## src/hdl/cfp_pkg.sv

```systemverilog
// ----------------------------------------------------------------------------
// cfp_pkg
// Shared types and constants for the command frame parser and hex decoder.
// ----------------------------------------------------------------------------
package cfp_pkg;

    localparam int MAX_FRAME = 1024;
    localparam int POS_W     = $clog2(MAX_FRAME + 1);
    localparam int ID_W      = 19;

    localparam int Q_DEPTH = 4;
    localparam int Q_AW    = $clog2(Q_DEPTH);
    localparam int Q_CW    = $clog2(Q_DEPTH + 1);

    localparam logic [7:0] CHAR_START = 8'h40;  // '@'
    localparam logic [7:0] CHAR_END   = 8'h23;  // '#'
    localparam logic [7:0] CHAR_SEP   = 8'h3B;  // ';'
    localparam logic [7:0] CHAR_ZERO  = 8'h30;

    localparam logic [23:0] CMD_ADD_CHARS = 24'h414444;
    localparam logic [23:0] CMD_DEL_CHARS = 24'h44454C;

    localparam logic [1:0] CMD_NONE = 2'd0;
    localparam logic [1:0] CMD_ADD  = 2'd1;
    localparam logic [1:0] CMD_DEL  = 2'd2;

    localparam logic RES_BYTE    = 1'b0;
    localparam logic RES_SUMMARY = 1'b1;

    localparam logic [POS_W-1:0] POS_CMD_FIRST = POS_W'(1);
    localparam logic [POS_W-1:0] POS_CMD_LAST  = POS_W'(3);
    localparam logic [POS_W-1:0] POS_ID_THOU   = POS_W'(5);
    localparam logic [POS_W-1:0] POS_ID_HUND   = POS_W'(6);
    localparam logic [POS_W-1:0] POS_ID_TENS   = POS_W'(7);
    localparam logic [POS_W-1:0] POS_ID_ONES   = POS_W'(8);
    localparam logic [POS_W-1:0] POS_PAYLOAD   = POS_W'(9);
    localparam logic [POS_W-1:0] POS_LIMIT     = POS_W'(MAX_FRAME);

    // one queue entry: up to one byte result and one summary result
    typedef struct packed {
        logic            byte_v;
        logic [7:0]      data_byte;
        logic            sum_v;
        logic [1:0]      command_code;
        logic [ID_W-1:0] frame_id;
        logic            frame_valid;
        logic            payload_present;
    } t_work;

    // {ok, value}
    function automatic logic [4:0] hex_decode(input logic [7:0] c);
        logic [4:0] r;
        r = 5'd0;
        if (c >= 8'h30 && c <= 8'h39) begin
            r = {1'b1, 4'(c - 8'h30)};
        end else if (c >= 8'h41 && c <= 8'h46) begin
            r = {1'b1, 4'(c - 8'h37)};
        end else if (c >= 8'h61 && c <= 8'h66) begin
            r = {1'b1, 4'(c - 8'h57)};
        end
        return r;
    endfunction

endpackage

```

## src/hdl/cfp_front.sv

```systemverilog
// ----------------------------------------------------------------------------
// cfp_front
// Takes characters, tracks frame state and builds byte/summary work entries.
// ----------------------------------------------------------------------------
module cfp_front
    import cfp_pkg::*;
(
    input  logic        i_clk,
    input  logic        i_rst_n,
    input  logic        i_push,
    output logic        o_full,
    input  logic [7:0]  i_char_code,
    input  logic        i_end_of_frame,
    input  logic        i_q_full,
    output logic        o_q_wr,
    output t_work       o_q_data
);

    logic [POS_W-1:0] r_pos, n_pos;
    logic [23:0]      r_cmd, n_cmd;
    logic [ID_W-1:0]  r_id, n_id;
    logic             r_start, n_start;
    logic             r_end, n_end;
    logic             r_sep, n_sep;
    logic [3:0]       r_hi, n_hi;
    logic             r_hi_ok, n_hi_ok;

    logic             accept;
    logic             act;
    logic [4:0]       hex;
    logic [ID_W-1:0]  digit;
    logic [ID_W-1:0]  weight;
    logic             in_id;
    logic             pair_done;
    logic [7:0]       byte_val;

    assign o_full = i_q_full;
    assign accept = i_push && !i_q_full;
    assign act    = r_pos < POS_LIMIT;
    assign hex    = hex_decode(i_char_code);
    assign digit  = {{(ID_W-8){1'b0}}, i_char_code} - {{(ID_W-8){1'b0}}, CHAR_ZERO};
    assign in_id  = act && r_pos >= POS_ID_THOU && r_pos <= POS_ID_ONES;
    assign pair_done = act && r_pos >= POS_PAYLOAD && !r_pos[0];

    always_comb begin
        case (r_pos)
            POS_ID_THOU: weight = ID_W'(1000);
            POS_ID_HUND: weight = ID_W'(100);
            POS_ID_TENS: weight = ID_W'(10);
            default:     weight = ID_W'(1);
        endcase
    end

    always_comb begin
        if (!r_hi_ok) begin
            byte_val = 8'd0;
        end else if (!hex[4]) begin
            byte_val = {4'd0, r_hi};
        end else begin
            byte_val = {r_hi, hex[3:0]};
        end
    end

    always_comb begin
        n_pos   = act ? r_pos + POS_W'(1) : r_pos;
        n_cmd   = r_cmd;
        n_id    = r_id;
        n_start = r_start | (act && i_char_code == CHAR_START);
        n_end   = r_end | (act && i_char_code == CHAR_END);
        n_sep   = r_sep | (act && i_char_code == CHAR_SEP && r_pos >= POS_PAYLOAD);
        n_hi    = r_hi;
        n_hi_ok = r_hi_ok;
        if (act && r_pos >= POS_CMD_FIRST && r_pos <= POS_CMD_LAST) begin
            case (r_pos[1:0])
                2'd1:    n_cmd[23:16] = i_char_code;
                2'd2:    n_cmd[15:8]  = i_char_code;
                default: n_cmd[7:0]   = i_char_code;
            endcase
        end
        if (in_id) begin
            n_id = r_id + ID_W'(digit * weight);
        end
        if (act && r_pos >= POS_PAYLOAD) begin
            if (r_pos[0]) begin
                n_hi    = hex[3:0];
                n_hi_ok = hex[4];
            end else begin
                n_hi    = 4'd0;
                n_hi_ok = 1'b0;
            end
        end
    end

    always_comb begin
        o_q_data.byte_v          = pair_done;
        o_q_data.data_byte       = byte_val;
        o_q_data.sum_v           = i_end_of_frame;
        o_q_data.command_code    = (n_cmd == CMD_ADD_CHARS) ? CMD_ADD :
                                   (n_cmd == CMD_DEL_CHARS) ? CMD_DEL : CMD_NONE;
        o_q_data.frame_id        = n_id;
        o_q_data.frame_valid     = n_start && n_end;
        o_q_data.payload_present = n_sep;
    end

    assign o_q_wr = accept && (pair_done || i_end_of_frame);

    always_ff @(posedge i_clk) begin
        if (!i_rst_n || (accept && i_end_of_frame)) begin
            r_pos   <= '0;
            r_cmd   <= '0;
            r_id    <= '0;
            r_start <= 1'b0;
            r_end   <= 1'b0;
            r_sep   <= 1'b0;
            r_hi    <= '0;
            r_hi_ok <= 1'b0;
        end else if (accept) begin
            r_pos   <= n_pos;
            r_cmd   <= n_cmd;
            r_id    <= n_id;
            r_start <= n_start;
            r_end   <= n_end;
            r_sep   <= n_sep;
            r_hi    <= n_hi;
            r_hi_ok <= n_hi_ok;
        end
    end

endmodule

```

## src/hdl/cfp_queue.sv

```systemverilog
// ----------------------------------------------------------------------------
// cfp_queue
// Short first-in first-out queue of work entries between front and back.
// ----------------------------------------------------------------------------
module cfp_queue
    import cfp_pkg::*;
(
    input  logic  i_clk,
    input  logic  i_rst_n,
    input  logic  i_wr,
    input  t_work i_wr_data,
    output logic  o_full,
    input  logic  i_rd,
    output logic  o_empty,
    output t_work o_rd_data
);

    t_work            r_mem [Q_DEPTH];
    logic [Q_AW-1:0]  r_wp;
    logic [Q_AW-1:0]  r_rp;
    logic [Q_CW-1:0]  r_cnt;
    logic             wr_en;
    logic             rd_en;

    assign o_full    = r_cnt == Q_CW'(Q_DEPTH);
    assign o_empty   = r_cnt == '0;
    assign o_rd_data = r_mem[r_rp];
    assign wr_en     = i_wr && !o_full;
    assign rd_en     = i_rd && !o_empty;

    always_ff @(posedge i_clk) begin
        if (wr_en) begin
            r_mem[r_wp] <= i_wr_data;
        end
    end

    always_ff @(posedge i_clk) begin
        if (!i_rst_n) begin
            r_wp  <= '0;
            r_rp  <= '0;
            r_cnt <= '0;
        end else begin
            if (wr_en) begin
                r_wp <= r_wp + Q_AW'(1);
            end
            if (rd_en) begin
                r_rp <= r_rp + Q_AW'(1);
            end
            case ({wr_en, rd_en})
                2'b10:   r_cnt <= r_cnt + Q_CW'(1);
                2'b01:   r_cnt <= r_cnt - Q_CW'(1);
                default: r_cnt <= r_cnt;
            endcase
        end
    end

endmodule

```

## src/hdl/cfp_back.sv

```systemverilog
// ----------------------------------------------------------------------------
// cfp_back
// Expands work entries into byte and summary results in an output register.
// ----------------------------------------------------------------------------
module cfp_back
    import cfp_pkg::*;
(
    input  logic                   i_clk,
    input  logic                   i_rst_n,
    input  logic                   i_q_empty,
    input  t_work                  i_q_data,
    output logic                   o_q_rd,
    output logic                   o_empty,
    input  logic                   i_pop,
    output logic                   o_result_type,
    output logic [7:0]             o_data_byte,
    output logic [1:0]             o_command_code,
    output logic signed [ID_W-1:0] o_frame_id,
    output logic                   o_frame_valid,
    output logic                   o_payload_present,
    output logic                   o_last
);

    logic            r_ov;
    logic            r_byte_done;
    logic            r_type;
    logic [7:0]      r_byte;
    logic [1:0]      r_cmd;
    logic [ID_W-1:0] r_id;
    logic            r_valid;
    logic            r_pay;
    logic            r_last;

    logic            load;
    logic            emit_byte;

    assign load      = !i_q_empty && (!r_ov || i_pop);
    assign emit_byte = i_q_data.byte_v && !r_byte_done;
    assign o_q_rd    = load && !(emit_byte && i_q_data.sum_v);

    always_ff @(posedge i_clk) begin
        if (!i_rst_n) begin
            r_ov        <= 1'b0;
            r_byte_done <= 1'b0;
        end else begin
            if (load) begin
                r_ov        <= 1'b1;
                r_byte_done <= emit_byte && i_q_data.sum_v;
            end else if (i_pop) begin
                r_ov <= 1'b0;
            end
        end
    end

    always_ff @(posedge i_clk) begin
        if (load) begin
            if (emit_byte) begin
                r_type  <= RES_BYTE;
                r_byte  <= i_q_data.data_byte;
                r_cmd   <= CMD_NONE;
                r_id    <= '0;
                r_valid <= 1'b0;
                r_pay   <= 1'b0;
                r_last  <= !i_q_data.sum_v;
            end else begin
                r_type  <= RES_SUMMARY;
                r_byte  <= 8'd0;
                r_cmd   <= i_q_data.command_code;
                r_id    <= i_q_data.frame_id;
                r_valid <= i_q_data.frame_valid;
                r_pay   <= i_q_data.payload_present;
                r_last  <= 1'b1;
            end
        end
    end

    assign o_empty           = !r_ov;
    assign o_result_type     = r_type;
    assign o_data_byte       = r_byte;
    assign o_command_code    = r_cmd;
    assign o_frame_id        = $signed(r_id);
    assign o_frame_valid     = r_valid;
    assign o_payload_present = r_pay;
    assign o_last            = r_last;

endmodule

```

## src/hdl/command_frame_parser_hex_decoder.sv

```systemverilog
// ----------------------------------------------------------------------------
// command_frame_parser_hex_decoder
// Text command frame parser with hex payload decoder, queue interfaces.
// ----------------------------------------------------------------------------
// One character is taken per cycle whenever full is low. The front end
// updates the frame state in the same cycle and posts a work entry to a
// four-entry queue when a hex pair completes or the frame ends; the back
// end delivers one result per cycle from its output register while pop is
// high and work is queued. A pair completed with the end of the frame yields
// byte then summary, holding the result side for both; other items yield one.
// ----------------------------------------------------------------------------
module command_frame_parser_hex_decoder
    import cfp_pkg::*;
(
    input  logic                   i_clk,
    input  logic                   i_rst_n,
    input  logic                   push,
    output logic                   full,
    input  logic [7:0]             i_char_code,
    input  logic                   i_end_of_frame,
    output logic                   empty,
    input  logic                   pop,
    output logic                   o_result_type,
    output logic [7:0]             o_data_byte,
    output logic [1:0]             o_command_code,
    output logic signed [ID_W-1:0] o_frame_id,
    output logic                   o_frame_valid,
    output logic                   o_payload_present,
    output logic                   o_last
);

    logic  q_wr;
    t_work q_wr_data;
    logic  q_full;
    logic  q_rd;
    logic  q_empty;
    t_work q_rd_data;

    cfp_front u_front (
        .i_clk          (i_clk),
        .i_rst_n        (i_rst_n),
        .i_push         (push),
        .o_full         (full),
        .i_char_code    (i_char_code),
        .i_end_of_frame (i_end_of_frame),
        .i_q_full       (q_full),
        .o_q_wr         (q_wr),
        .o_q_data       (q_wr_data)
    );

    cfp_queue u_queue (
        .i_clk     (i_clk),
        .i_rst_n   (i_rst_n),
        .i_wr      (q_wr),
        .i_wr_data (q_wr_data),
        .o_full    (q_full),
        .i_rd      (q_rd),
        .o_empty   (q_empty),
        .o_rd_data (q_rd_data)
    );

    cfp_back u_back (
        .i_clk             (i_clk),
        .i_rst_n           (i_rst_n),
        .i_q_empty         (q_empty),
        .i_q_data          (q_rd_data),
        .o_q_rd            (q_rd),
        .o_empty           (empty),
        .i_pop             (pop),
        .o_result_type     (o_result_type),
        .o_data_byte       (o_data_byte),
        .o_command_code    (o_command_code),
        .o_frame_id        (o_frame_id),
        .o_frame_valid     (o_frame_valid),
        .o_payload_present (o_payload_present),
        .o_last            (o_last)
    );

    // a byte that is not last is always followed at once by its summary
    a_summary_follows: assert property (@(posedge i_clk) disable iff (!i_rst_n)
        (!empty && pop && !o_last) |=> (!empty && o_result_type == RES_SUMMARY))
        else $error("summary did not follow its byte");

    a_summary_last: assert property (@(posedge i_clk) disable iff (!i_rst_n)
        (!empty && o_result_type == RES_SUMMARY) |-> (o_last && o_data_byte == 8'd0))
        else $error("summary not last or carries a byte");

    a_byte_clean: assert property (@(posedge i_clk) disable iff (!i_rst_n)
        (!empty && o_result_type == RES_BYTE) |->
        (o_command_code == CMD_NONE && o_frame_id == '0 && !o_frame_valid
         && !o_payload_present))
        else $error("byte result carries summary fields");

    a_no_write_when_full: assert property (@(posedge i_clk) disable iff (!i_rst_n)
        q_full |-> !q_wr)
        else $error("queue written while full");

endmodule

```

## config.mk

```make
export PLATFORM = sky130hd
export DESIGN_NAME = command_frame_parser_hex_decoder
export DESIGN_NICKNAME = d
export VERILOG_FILES = /design/src/hdl/cfp_pkg.sv /design/src/hdl/cfp_front.sv /design/src/hdl/cfp_queue.sv /design/src/hdl/cfp_back.sv /design/src/hdl/command_frame_parser_hex_decoder.sv
export SDC_FILE = /design/constraint.sdc
export NUM_CORES = 1
export LEC_CHECK = 0
export BUFFER_PORTS_ARGS = -buffer_cell sky130_fd_sc_hd__buf_4
export CAP_MARGIN = 10
export CORE_MARGIN = 8
export CORE_UTILIZATION = 45
export DETAILED_ROUTE_END_ITERATION = 12
export GPL_ROUTABILITY_DRIVEN = 1
export MAX_ROUTING_LAYER = met4
export PLACE_DENSITY = 0.63
export SYNTH_ARGS = -nofsm -noshare
export SYNTH_HDL_FRONTEND = slang
export SYNTH_HIERARCHICAL = 1
export SYNTH_SLANG_ARGS = --single-unit
```

## constraint.sdc

```tcl
create_clock -name i_clk -period 11.3 [get_ports i_clk]
set_input_delay 2.26 -clock i_clk [delete_from_list [all_inputs] [get_ports i_clk]]
set_output_delay 2.26 -clock i_clk [all_outputs]
set_load 0.1 [all_outputs]
```

==> results of run 1 <==
state kept, by name (all words and copies together) (netlist names), 2 cells and up, named ones only:
name / cells
u_back/o_data_byte: 8
u_front/r_pos: 11
u_back/o_frame_id: 19
u_queue/r_rp: 2
u_queue/r_mem: 132
u_queue/r_wp: 2
u_front/r_hi: 4
u_front/r_cmd: 24
u_front/r_id: 19
u_back/o_command_code: 2
u_queue/r_cnt: 3
cell usage after synthesis, types with 3 or more instances:
cell | n | area [µm²]
o31ai_1 | 4 | 30.0
o211a_1 | 3 | 30.0
a31oi_1 | 5 | 31.3
buf_12 | 3 | 60.1
edfxtp_1 | 165 | 4950
nor3_2 | 6 | 60.1
nand2b_1 | 8 | 50.1
o21ai_0 | 31 | 155
mux2_2 | 4 | 45.0
a21o_1 | 5 | 37.5
inv_1 | 138 | 518
nor3_1 | 16 | 80.1
nor4_1 | 6 | 37.5
xor2_1 | 10 | 87.6
clkbuf_1 | 22 | 82.6
and2_1 | 24 | 150
a21boi_0 | 3 | 22.5
nand4_1 | 6 | 37.5
ha_1 | 82 | 1030
fa_1 | 65 | 1300
mux2i_1 | 29 | 290
o21bai_1 | 4 | 30.0
buf_2 | 11 | 55.1
buf_4 | 5 | 37.5
and3_1 | 9 | 56.3
and2_4 | 19 | 166
a21oi_1 | 33 | 165
nand2_1 | 108 | 405
nand3_1 | 15 | 75.1
o21a_1 | 7 | 52.6
buf_6 | 8 | 90.1
xnor2_1 | 23 | 201
mux2_4 | 3 | 45.0
o211ai_1 | 3 | 22.5
mux4_2 | 33 | 743
dfxtp_1 | 73 | 1460
nor2b_1 | 6 | 37.5
nor2_1 | 84 | 315
nor4b_1 | 4 | 35.0
and2_2 | 8 | 60.1
or4_1 | 3 | 22.5
layout by cell type, fill, tap and decap left out, drive strengths merged, types with 4 or more instances in the layout:
| cell | netlist | final |
|---|---|---|
| o21bai | 4 | 4 |
| nor2 | 85 | 85 |
| xor2 | 10 | 10 |
| a21o | 5 | 5 |
| nand2 | 108 | 108 |
| dfxtp | 73 | 73 |
| fa | 65 | 65 |
| mux2 | 7 | 7 |
| clkinv | 0 | 10 |
| buf | 30 | 56 |
| a21oi | 33 | 33 |
| a31oi | 5 | 5 |
| and2 | 51 | 51 |
| edfxtp | 165 | 165 |
| xnor2 | 24 | 24 |
| inv | 140 | 140 |
| nor4 | 8 | 8 |
| o21ai | 32 | 32 |
| clkbuf | 22 | 36 |
| a21boi | 6 | 6 |
| nand4 | 6 | 6 |
| nor2b | 8 | 8 |
| mux2i | 29 | 29 |
| o21a | 7 | 7 |
| nor3 | 22 | 22 |
| nand2b | 8 | 8 |
| ha | 82 | 82 |
| a211oi | 4 | 4 |
| mux4 | 33 | 33 |
| and3 | 12 | 12 |
| or4 | 4 | 4 |
| nand3 | 15 | 15 |
| o31ai | 4 | 4 |
| nor4b | 4 | 4 |
layout make-up:
cell class | count | area (µm²)
Timing Repair Buffer | 56 | 420
Tap cell | 396 | 495
Inverter | 140 | 526
Clock buffer | 36 | 688
Multi-Input combinational cell | 726 | 6510
Sequential cell | 238 | 6420
Fill cell | 2737 | 15300
Clock inverter | 12 | 103
power groups by stage:
stage	Sequential, mW	Combinational, mW	Clock [mW]
detailed placement	1.02	0.452	0
CTS	1.00	0.453	0.805
global placement	1.02	0.448	0
floorplan	1.21	0.181	0
finish	1.00	0.447	0.782
global route	1.01	0.476	0.837
per-stage QoR:
stage	instance area, µm²	utilization	instances	hold slack, ns
finish	15200	0.498	1604	0.468
global route	15200	0.498	1604	0.502
CTS	15200	0.498	1604	0.472
detailed placement	14400	0.472	1556	0.458
global placement	14400	0.472	1556	0.459
floorplan	13800	-	1156	0.439
logic make-up (layout without fill, tap and decap cells):
family	Yosys count	after routing	synth area share
simple gates	348	348	0.135
flops	238	238	0.465
buf+inv	192	244	0.0633
fa+ha+maj	147	147	0.169
compound gates	128	128	0.0639
mux	69	69	0.0814
xor+xnor	34	34	0.0229
how the worst max path moves through the flow:
stage	to	slack (ns)	cells past startpoint	from
after global routing	u_queue/r_mem[0][20]	3.10	19	i_char_code[4]
final	u_queue/r_mem[0][20]	3.39	19	i_char_code[4]
after detailed placement	u_queue/r_mem[2][18]	2.95	19	i_char_code[4]
after global placement	u_queue/r_mem[0][20]	3.06	21	i_char_code[4]
after floorplan	u_queue/r_mem[0][20]	3.20	21	i_char_code[4]
after CTS	u_queue/r_mem[1][18]	3.49	19	i_char_code[4]
worst max-delay path, stage by stage:
cell and delay, ns:
buf_4 0.17, ha_1 0.33, or3_4 0.42, inv_1 0.22, nand2_1 0.15, nor2_1 0.15
fa_1 0.45, fa_1 0.54, inv_1 0.05, fa_1 0.52, inv_1 0.05, fa_1 0.40
ha_1 0.29, ha_1 0.35, a2111oi_0 0.95, nand2_1 0.19, nor3_1 0.36, a2111oi_4 0.08
xnor2_1 0.28
layer usage:
metal,track usage,vias up,wire length (µm)
li1,-,4061,-
met5,-,-,0
met2,0.252,191,13000
met3,0.0204,32,1250
met1,0.203,4104,12500
met4,0.0417,0,532
==> summary.txt, run 1 <==
Status
  – Outcome: complete, no violations

CTS
  – Worst-skew pair later-pin latency: 0.53 ns
  – Total CTS buffers: 26
  – TritonCTS clock tree: yes
  – Root Buffer: clkbuf_16
  – Clock slew at reported path FFs: 0.06 ns
  – Postcts setup bufs: 0
  – Post-CTS Hold Buffers: 0
  – H-tree depth: 1
  – CTS sink cnt: 238
  – CTS max path bufs: 3
  – Post_cts resized: 0

Cells and area
  – Antenna cells: 0
  – Layout cells sized above 1: 0.157
  – P&R area growth vs syn: 9.91%
  – Final #Nets: 1,348

Pwr
  – Power per Cell Area: 147 nW/µm²
  – Leakage: 6.19 nW
  – Switching Fraction: 0.303
  – Pwr Total: 2.23 mW
  – Cell Int Power: 1.55 mW
  – Clock share of power: 0.350
  – Combinational share of power: 0.201
  – Net Switching: 0.676 mW
  – Sequential share of power: 0.449
  – Peak supply drop: 0.106 mV

Yosys
  – Synth warn: 6
  – Dominant synthesized flop cell: edfxtp_1
  – Synthesized area: 13,800 µm²
  – Gate Count Post-Synth: 1,156
  – EDFF count, synth: 165
  – Ys async rst share: 0
  – Yosys reg bits: 238
  – Unique masters post-synth: 88
  – Sequential fraction of the synthesis area: 0.465
  – Avg Cell Area, Syn: 11.9 µm²
  – Net Count, Synth: 1,316

Worst setup path
  – Worst Path Max Fanout: 13
  – Crit Path Category: primary input to register
  – Crit. End Element: register
  – WP data arrival: 8.24 ns
  – Crit path required time: 11.63 ns
  – Cells on worst reg2reg path: 21
  – FF-to-FF setup slack: 4.38 ns
  – Reg-to-Reg Start: u_front/r_pos[6]
  – Critical Path Source Type: primary input
  – End of the worst register-to-register path: u_queue/r_mem[1][18]

Timing
  – Count of final setup violators: 0
  – Tcrit/Tclk final: 0.700
  – RSZ-0062 raised after global routing: false
  – Tmin final: 7.91 ns
  – Post-route clock skew: 0.0121 ns
  – Worst slew margin: 0.254
  – Count of pins over their slew limit: 0
  – TNS Setup: 0 ns
  – Worst-Margin Slew: 1.09 ns
  – Maximum clock frequency: 0.126 GHz
  – Worst setup margin: 3.39 ns
  – Fin. Hold Viols: 0

Die
  – Floorplan row count: 64
  – Die X-Extent: 191 µm
  – Die Ht: 191 µm
  – Boundary Pins: 48
  – Die area: 36,500 µm²
  – CORE AREA: 30,400 µm²
  – Starting Density: 0.453

Routing
  – DRC errors left: 0
  – Total routed wirelength: 27.3 mm
  – Wire per inst: 17.0 µm
  – Final ANT Viol Nets: 0
  – Vias: 8,388
  – Starting DRT DRC Count: 423
  – Drt pass-1 iters: 5
  – Routed vias/inst: 5.23

Hold path
  – Min-Delay Path Class: register to register
  – Hold path endpoint: u_front/r_hi[2]
  – Hold_sp: u_front/r_hi[2]
  – Hold depth: 2

GRT
  – Initial antenna violation count: 0
  – Total track usage: 0.155
  – Vias in the first global route: 8,560
  – Largest net degree at the start of global routing: 55
  – Global-route wire length before repair: 44.6 mm
  – Grt total ovfl: 0

Placed design
  – Final RePlAce weighted congestion: 0.869
  – Port Buffer Count: 47
  – Detailed Place HPWL: 19.8 mm
  – Pre-CTS setup slack: 2.95 ns

Job
  – Max Cap Viol: 0
No activity file was read; power rests on OpenSTA's default activity.
==> inputs of run 2 (changes only) <==
Clock period 11.3 ns to 7.8 ns, I/O delays scaled along.
==> summary.txt, run 2 (same netlist as run 1, synthesis figures left out) <==
Timing
  – Worst-Margin Slew: 0.982 ns (-0.108 ns)
  – TNS Setup: 0 ns (unchanged)
  – RSZ-0062 raised after global routing: false
  – Count of final setup violators: 0 (unchanged)
  – Count of pins over their slew limit: 0 (unchanged)
  – Tcrit/Tclk final: 0.898
  – Maximum clock frequency: 0.143 GHz
  – Fin. Hold Viols: 0 (unchanged)
  – Tmin final: 7.00 ns
  – Post-route clock skew: 0.00883 ns (-0.00325 ns)
  – Worst slew margin: 0.344 (+0.0896)

CTS
  – Total CTS buffers: 26 (unchanged)
  – CTS max path bufs: 3 (unchanged)
  – Worst-skew pair later-pin latency: 0.53 ns (about the same)
  – H-tree depth: 1 (unchanged)
  – Clock slew at reported path FFs: 0.06 ns (about the same)
  – TritonCTS clock tree: yes
  – Postcts setup bufs: 0 (unchanged)
  – Post-CTS Hold Buffers: 0 (unchanged)
  – Post_cts resized: 0 (unchanged)
  – Root Buffer: clkbuf_16
  – CTS sink cnt: 238 (unchanged)

Cells and area
  – Most frequent cells in the layout: edfxtp_1, inv_1, nand2_1, nor2_1, ha_1
  – Post-route cell area: 15,300 µm² (+0.66%)
  – P&R area growth vs syn: 10.6%
  – Commonest non-fill, non-tap cell in the layout: edfxtp_1
  – Final #Nets: 1,352 (+0.30%)
  – Biggest regs: u_queue/r_mem: 132 flops, u_front/r_cmd: 24 flops
  – Layout cells sized above 1: 0.164 (+0.00691)
  – Antenna cells: 0 (unchanged)
  – Register with the most flip-flops: u_queue/r_mem
  – Max reg flops: 132 (unchanged)

Status
  – Outcome: complete, no violations

Worst setup path
  – Crit path required time: 8.07 ns (-3.56 ns)
  – WP data arrival: 7.28 ns (-0.96 ns)
  – Critical Path Source Type: primary input
  – Crit. End Element: register
  – Crit Path Category: primary input to register
  – Worst Path Max Fanout: 13 (unchanged)

Routing
  – Wire per inst: 16.8 µm (-1.6%)
  – Total routed wirelength: 27.0 mm (-1.3%)
  – Drt pass-1 iters: 4 (-1)
  – DRC errors left: 0 (unchanged)
  – Final ANT Viol Nets: 0 (unchanged)
  – Routed vias/inst: 5.19 (-0.71%)
  – Starting DRT DRC Count: 553 (+31%)
  – Vias: 8,349 (-0.46%)

Die
  – Die area: 36,500 µm² (unchanged)
  – CORE AREA: 30,400 µm² (unchanged)
  – Boundary Pins: 48 (unchanged)
  – Floorplan row count: 64 (unchanged)
  – Die Ht: 191 µm (unchanged)
  – Starting Density: 0.453 (unchanged)
  – Die X-Extent: 191 µm (unchanged)

GRT
  – Global-route wire length before repair: 44.0 mm (-1.5%)
  – Initial antenna violation count: 0 (unchanged)
  – Total track usage: 0.152 (-0.00305)
  – Largest net degree at the start of global routing: 55 (unchanged)
  – Grt total ovfl: 0 (unchanged)
  – Vias in the first global route: 8,377 (-2.1%)

Pwr
  – Power per Cell Area: 218 nW/µm² (+48%)
  – Pwr Total: 3.32 mW (+49%)
  – Leakage: 6.25 nW (+0.97%)
  – Peak supply drop: 0.150 mV (+41%)

Job
  – Max Cap Viol: 0 (unchanged)

Hold path
  – Min-Delay Path Class: register to register

Placed design
  – Detailed Place HPWL: 19.6 mm (-1.0%)
  – Port Buffer Count: 47 (unchanged)
  – Area after DPL: 14,400 µm² (+0.21%)
  – Final RePlAce weighted congestion: 0.858 (-1.4%)
run 2: cell types whose count changed in the layout (fill, tap and decap cells not counted), sizes merged:
cell / before / now
bufinv: 1 / 3
inv: 140 / 141
buf: 56 / 60
clkinv: 10 / 8
clkbuf: 36 / 35
run 2: worst max-delay path: stages:
cell      delay (ns)
buf_4           0.18
inv_1           0.12
ha_1            0.36
and3_1          0.19
or2_2           0.33
inv_1           0.09
fa_1            0.41
inv_1           0.08
fa_1            0.43
fa_1            0.52
fa_1            0.54
inv_1           0.05
fa_1            0.52
inv_1           0.04
ha_1            0.38
a21oi_1         0.26
o21bai_1        0.14
a221oi_1        0.29
o21ai_0         0.24
xnor2_1         0.17
o21ai_0         0.39
run 2: worst paths after layout:
kind / startpoint / end / slack [ns] / cells past startpoint
worst min register to register: u_front/r_hi[2] / u_front/r_hi[2] / 0.47 / 2
worst min-delay path: u_front/r_hi[2] / u_front/r_hi[2] / 0.47 / 2
worst max-delay path: i_char_code[4] / u_queue/r_mem[2][19] / 0.80 / 21
worst max register to register: u_front/r_pos[6] / u_queue/r_mem[0][18] / 0.86 / 21
run 2: stage by stage:
| stage | util | hold WS (ns) | std cells | setup slack, ns |
|---|---|---|---|---|
| 6_report | 0.502 | 0.468 | 1608 | 0.795 |
| 5_1_grt | 0.502 | 0.495 | 1608 | 0.390 |
| 4_1_cts | 0.502 | 0.478 | 1608 | 0.801 |
| 3_5_place_dp | 0.473 | 0.464 | 1560 | 0.231 |
| 3_3_place_gp | 0.473 | 0.463 | 1560 | 0.405 |
| 2_1_floorplan | - | 0.439 | 1156 | 0.398 |
run 2: cell type report:
type,instances,area [µm²]
inverters,140,526
repair buffers,60,450
clock buffers,35,704
clock inverters,13,156
flip-flops and latches,238,6420
fillers,2680,15200
multi-input cells,726,6510
well taps,396,495
run 2: layer usage:
layer / share of wire / routed length, µm / global-route usage
met5: 0 / 0 / -
met4: 0.012 / 322 / 0.0287
met3: 0.041 / 1100 / 0.0226
met2: 0.48 / 12900 / 0.250
met1: 0.47 / 12700 / 0.200
run 2: report_power, final:
part | internal [mW] | switching [mW]
clock | 0.735 | 0.492
combinational | 0.172 | 0.475
sequential | 1.43 | 0.0233
total | 2.33 | 0.990
==> inputs of run 3 (changes only) <==
Settings changed: REMOVE_ABC_BUFFERS from default to 1.
==> summary.txt, run 3 (same netlist as run 1, synthesis figures left out) <==
Pwr
  – Peak supply drop: 0.166 mV (+11%)
  – Cell Int Power: 2.33 mW (about the same)
  – Clock share of power: 0.369 (about the same)
  – Leakage: 6.25 nW (about the same)
  – Pwr Total: 3.32 mW (about the same)
  – Net Switching: 0.992 mW (+0.19%)
  – Combinational share of power: 0.195 (about the same)
  – Sequential share of power: 0.436 (about the same)
  – Power per Cell Area: 218 nW/µm² (about the same)
  – Switching Fraction: 0.298 (+0.000574)

Cells and area
  – P&R area growth vs syn: 10.7% (about the same)
  – Layout cells sized above 1: 0.165 (+0.000825)
  – Commonest non-fill, non-tap cell in the layout: edfxtp_1
  – Final core occ: 0.502 (about the same)
  – Biggest regs: u_queue/r_mem: 132 flops, u_front/r_cmd: 24 flops
  – Register with the most flip-flops: u_queue/r_mem
  – Antenna cells: 0 (unchanged)
  – Final #Nets: 1,352 (unchanged)
  – Most frequent cells in the layout: edfxtp_1, inv_1, nand2_1, nor2_1, ha_1
  – Max reg flops: 132 (unchanged)

Status
  – Outcome: complete, no violations

Die
  – Die X-Extent: 191 µm (unchanged)
  – Starting Density: 0.453 (unchanged)
  – Die area: 36,500 µm² (unchanged)
  – Boundary Pins: 48 (unchanged)
  – Die Ht: 191 µm (unchanged)
  – Floorplan row count: 64 (unchanged)
  – CORE AREA: 30,400 µm² (unchanged)

CTS
  – Worst-skew pair later-pin latency: 0.54 ns (about the same)
  – CTS sink cnt: 238 (unchanged)
  – CTS max path bufs: 3 (unchanged)
  – Postcts setup bufs: 0 (unchanged)
  – Post_cts resized: 0 (unchanged)
  – Post-CTS Hold Buffers: 0 (unchanged)
  – Total CTS buffers: 26 (unchanged)
  – H-tree depth: 1 (unchanged)
  – Clock slew at reported path FFs: 0.06 ns (about the same)
  – Root Buffer: clkbuf_16
  – TritonCTS clock tree: yes

GRT
  – Grt total ovfl: 0 (unchanged)
  – Total track usage: 0.151 (-0.000792)
  – Vias in the first global route: 8,380 (+0.036%)
  – Global-route wire length before repair: 43.6 mm (-0.76%)
  – Largest net degree at the start of global routing: 55 (unchanged)
  – Initial antenna violation count: 0 (unchanged)

Routing
  – DRC errors left: 0 (unchanged)
  – Drt pass-1 iters: 5 (+1)
  – Total routed wirelength: 26.8 mm (-0.49%)
  – Routed vias/inst: 5.18 (-0.17%)
  – Wire per inst: 16.7 µm (-0.49%)
  – Final ANT Viol Nets: 0 (unchanged)
  – Starting DRT DRC Count: 430 (-22%)
  – Vias: 8,335 (-0.17%)

Timing
  – Count of pins over their slew limit: 0 (unchanged)
  – Maximum clock frequency: 0.144 GHz (+0.54%)
  – RSZ-0062 raised after global routing: false
  – TNS Setup: 0 ns (unchanged)
  – Worst-Margin Slew: 0.973 ns (-0.00922 ns)
  – Tmin final: 6.97 ns (-0.0376 ns)
  – Fin. Hold Viols: 0 (unchanged)
  – Count of final setup violators: 0 (unchanged)
  – Tcrit/Tclk final: 0.893 (-0.00483)
  – Worst slew margin: 0.350 (+0.00616)
  – Post-route clock skew: 0.0214 ns (+0.0125 ns)

Worst setup path
  – Crit path required time: 8.08 ns (about the same)
  – Worst Path Max Fanout: 13 (unchanged)
  – Crit Path Category: primary input to register
  – WP data arrival: 7.25 ns (-0.03 ns)
  – Critical Path Source Type: primary input
  – Crit. End Element: register

Placed design
  – Detailed Place HPWL: 19.2 mm (-2.3%)
  – Final RePlAce weighted congestion: 0.838 (-2.3%)
  – Port Buffer Count: 47 (unchanged)

Hold path
  – Min-Delay Path Class: register to register

Job
  – Max Cap Viol: 0 (unchanged)
run 3: changes by cell type in the layout (fill, tap and decap cells not counted), sizes merged:
cell,change
clkinv,+2
clkinvlp,+1
clkbuf,-3
run 3: worst max-delay path, stage by stage:
cell and delay (ns):
buf_4 0.17, ha_1 0.22, or3_4 0.38, inv_1 0.22, nand2_1 0.12, fa_1 0.52, fa_1 0.55, inv_1 0.05
fa_1 0.50, fa_1 0.55, inv_1 0.06, fa_1 0.52, inv_1 0.04, ha_1 0.32, o21a_1 0.14, nor3_1 0.24
nor3_2 0.11, a221oi_1 0.47, xor2_1 0.13, o21ai_0 0.36
run 3: power groups by stage:
stage	sequential [mW]	clock [mW]	combinational (mW)
CTS	1.45	1.26	0.657
detailed placement	1.48	0	0.655
global route	1.46	1.31	0.688
floorplan	1.76	0	0.227
global placement	1.48	0	0.651
finish	1.45	1.23	0.647
run 3: path summary, 6_finish.rpt:
kind,startpoint,end,slack [ns],cells past startpoint
max,i_char_code[4],u_queue/r_mem[0][18],0.83,20
min,u_front/r_id[4],u_front/r_id[4],0.48,2
max reg2reg,u_front/r_pos[10],u_queue/r_mem[0][18],0.89,21
min reg2reg,u_front/r_id[4],u_front/r_id[4],0.48,2
run 3: cell type report:
type	instances	area (µm²)
fill	2744	15200
multi-input combinational	726	6510
sequential	238	6420
clock buffer	32	693
inverter	140	526
tap	396	495
timing repair buffer	60	450
clock inverter	16	175
run 3: per-stage QoR:
step / worst slack, ns / hold WS (ns) / cell area, µm² / std cells
after floorplan: 0.711 / 0.439 / 13400 / 1104
after global placement: 0.383 / 0.457 / 14400 / 1560
after detailed placement: 0.305 / 0.468 / 14400 / 1560
after CTS: 0.845 / 0.478 / 15300 / 1608
after global routing: 0.404 / 0.503 / 15300 / 1608
final: 0.833 / 0.478 / 15300 / 1608
run 3: metal layers:
metal,routed length (µm),global-route usage,part of all wire
met5,0,-,0
met1,12600,0.198,0.47
met4,412,0.0332,0.015
met2,12700,0.247,0.47
met3,1120,0.0237,0.042
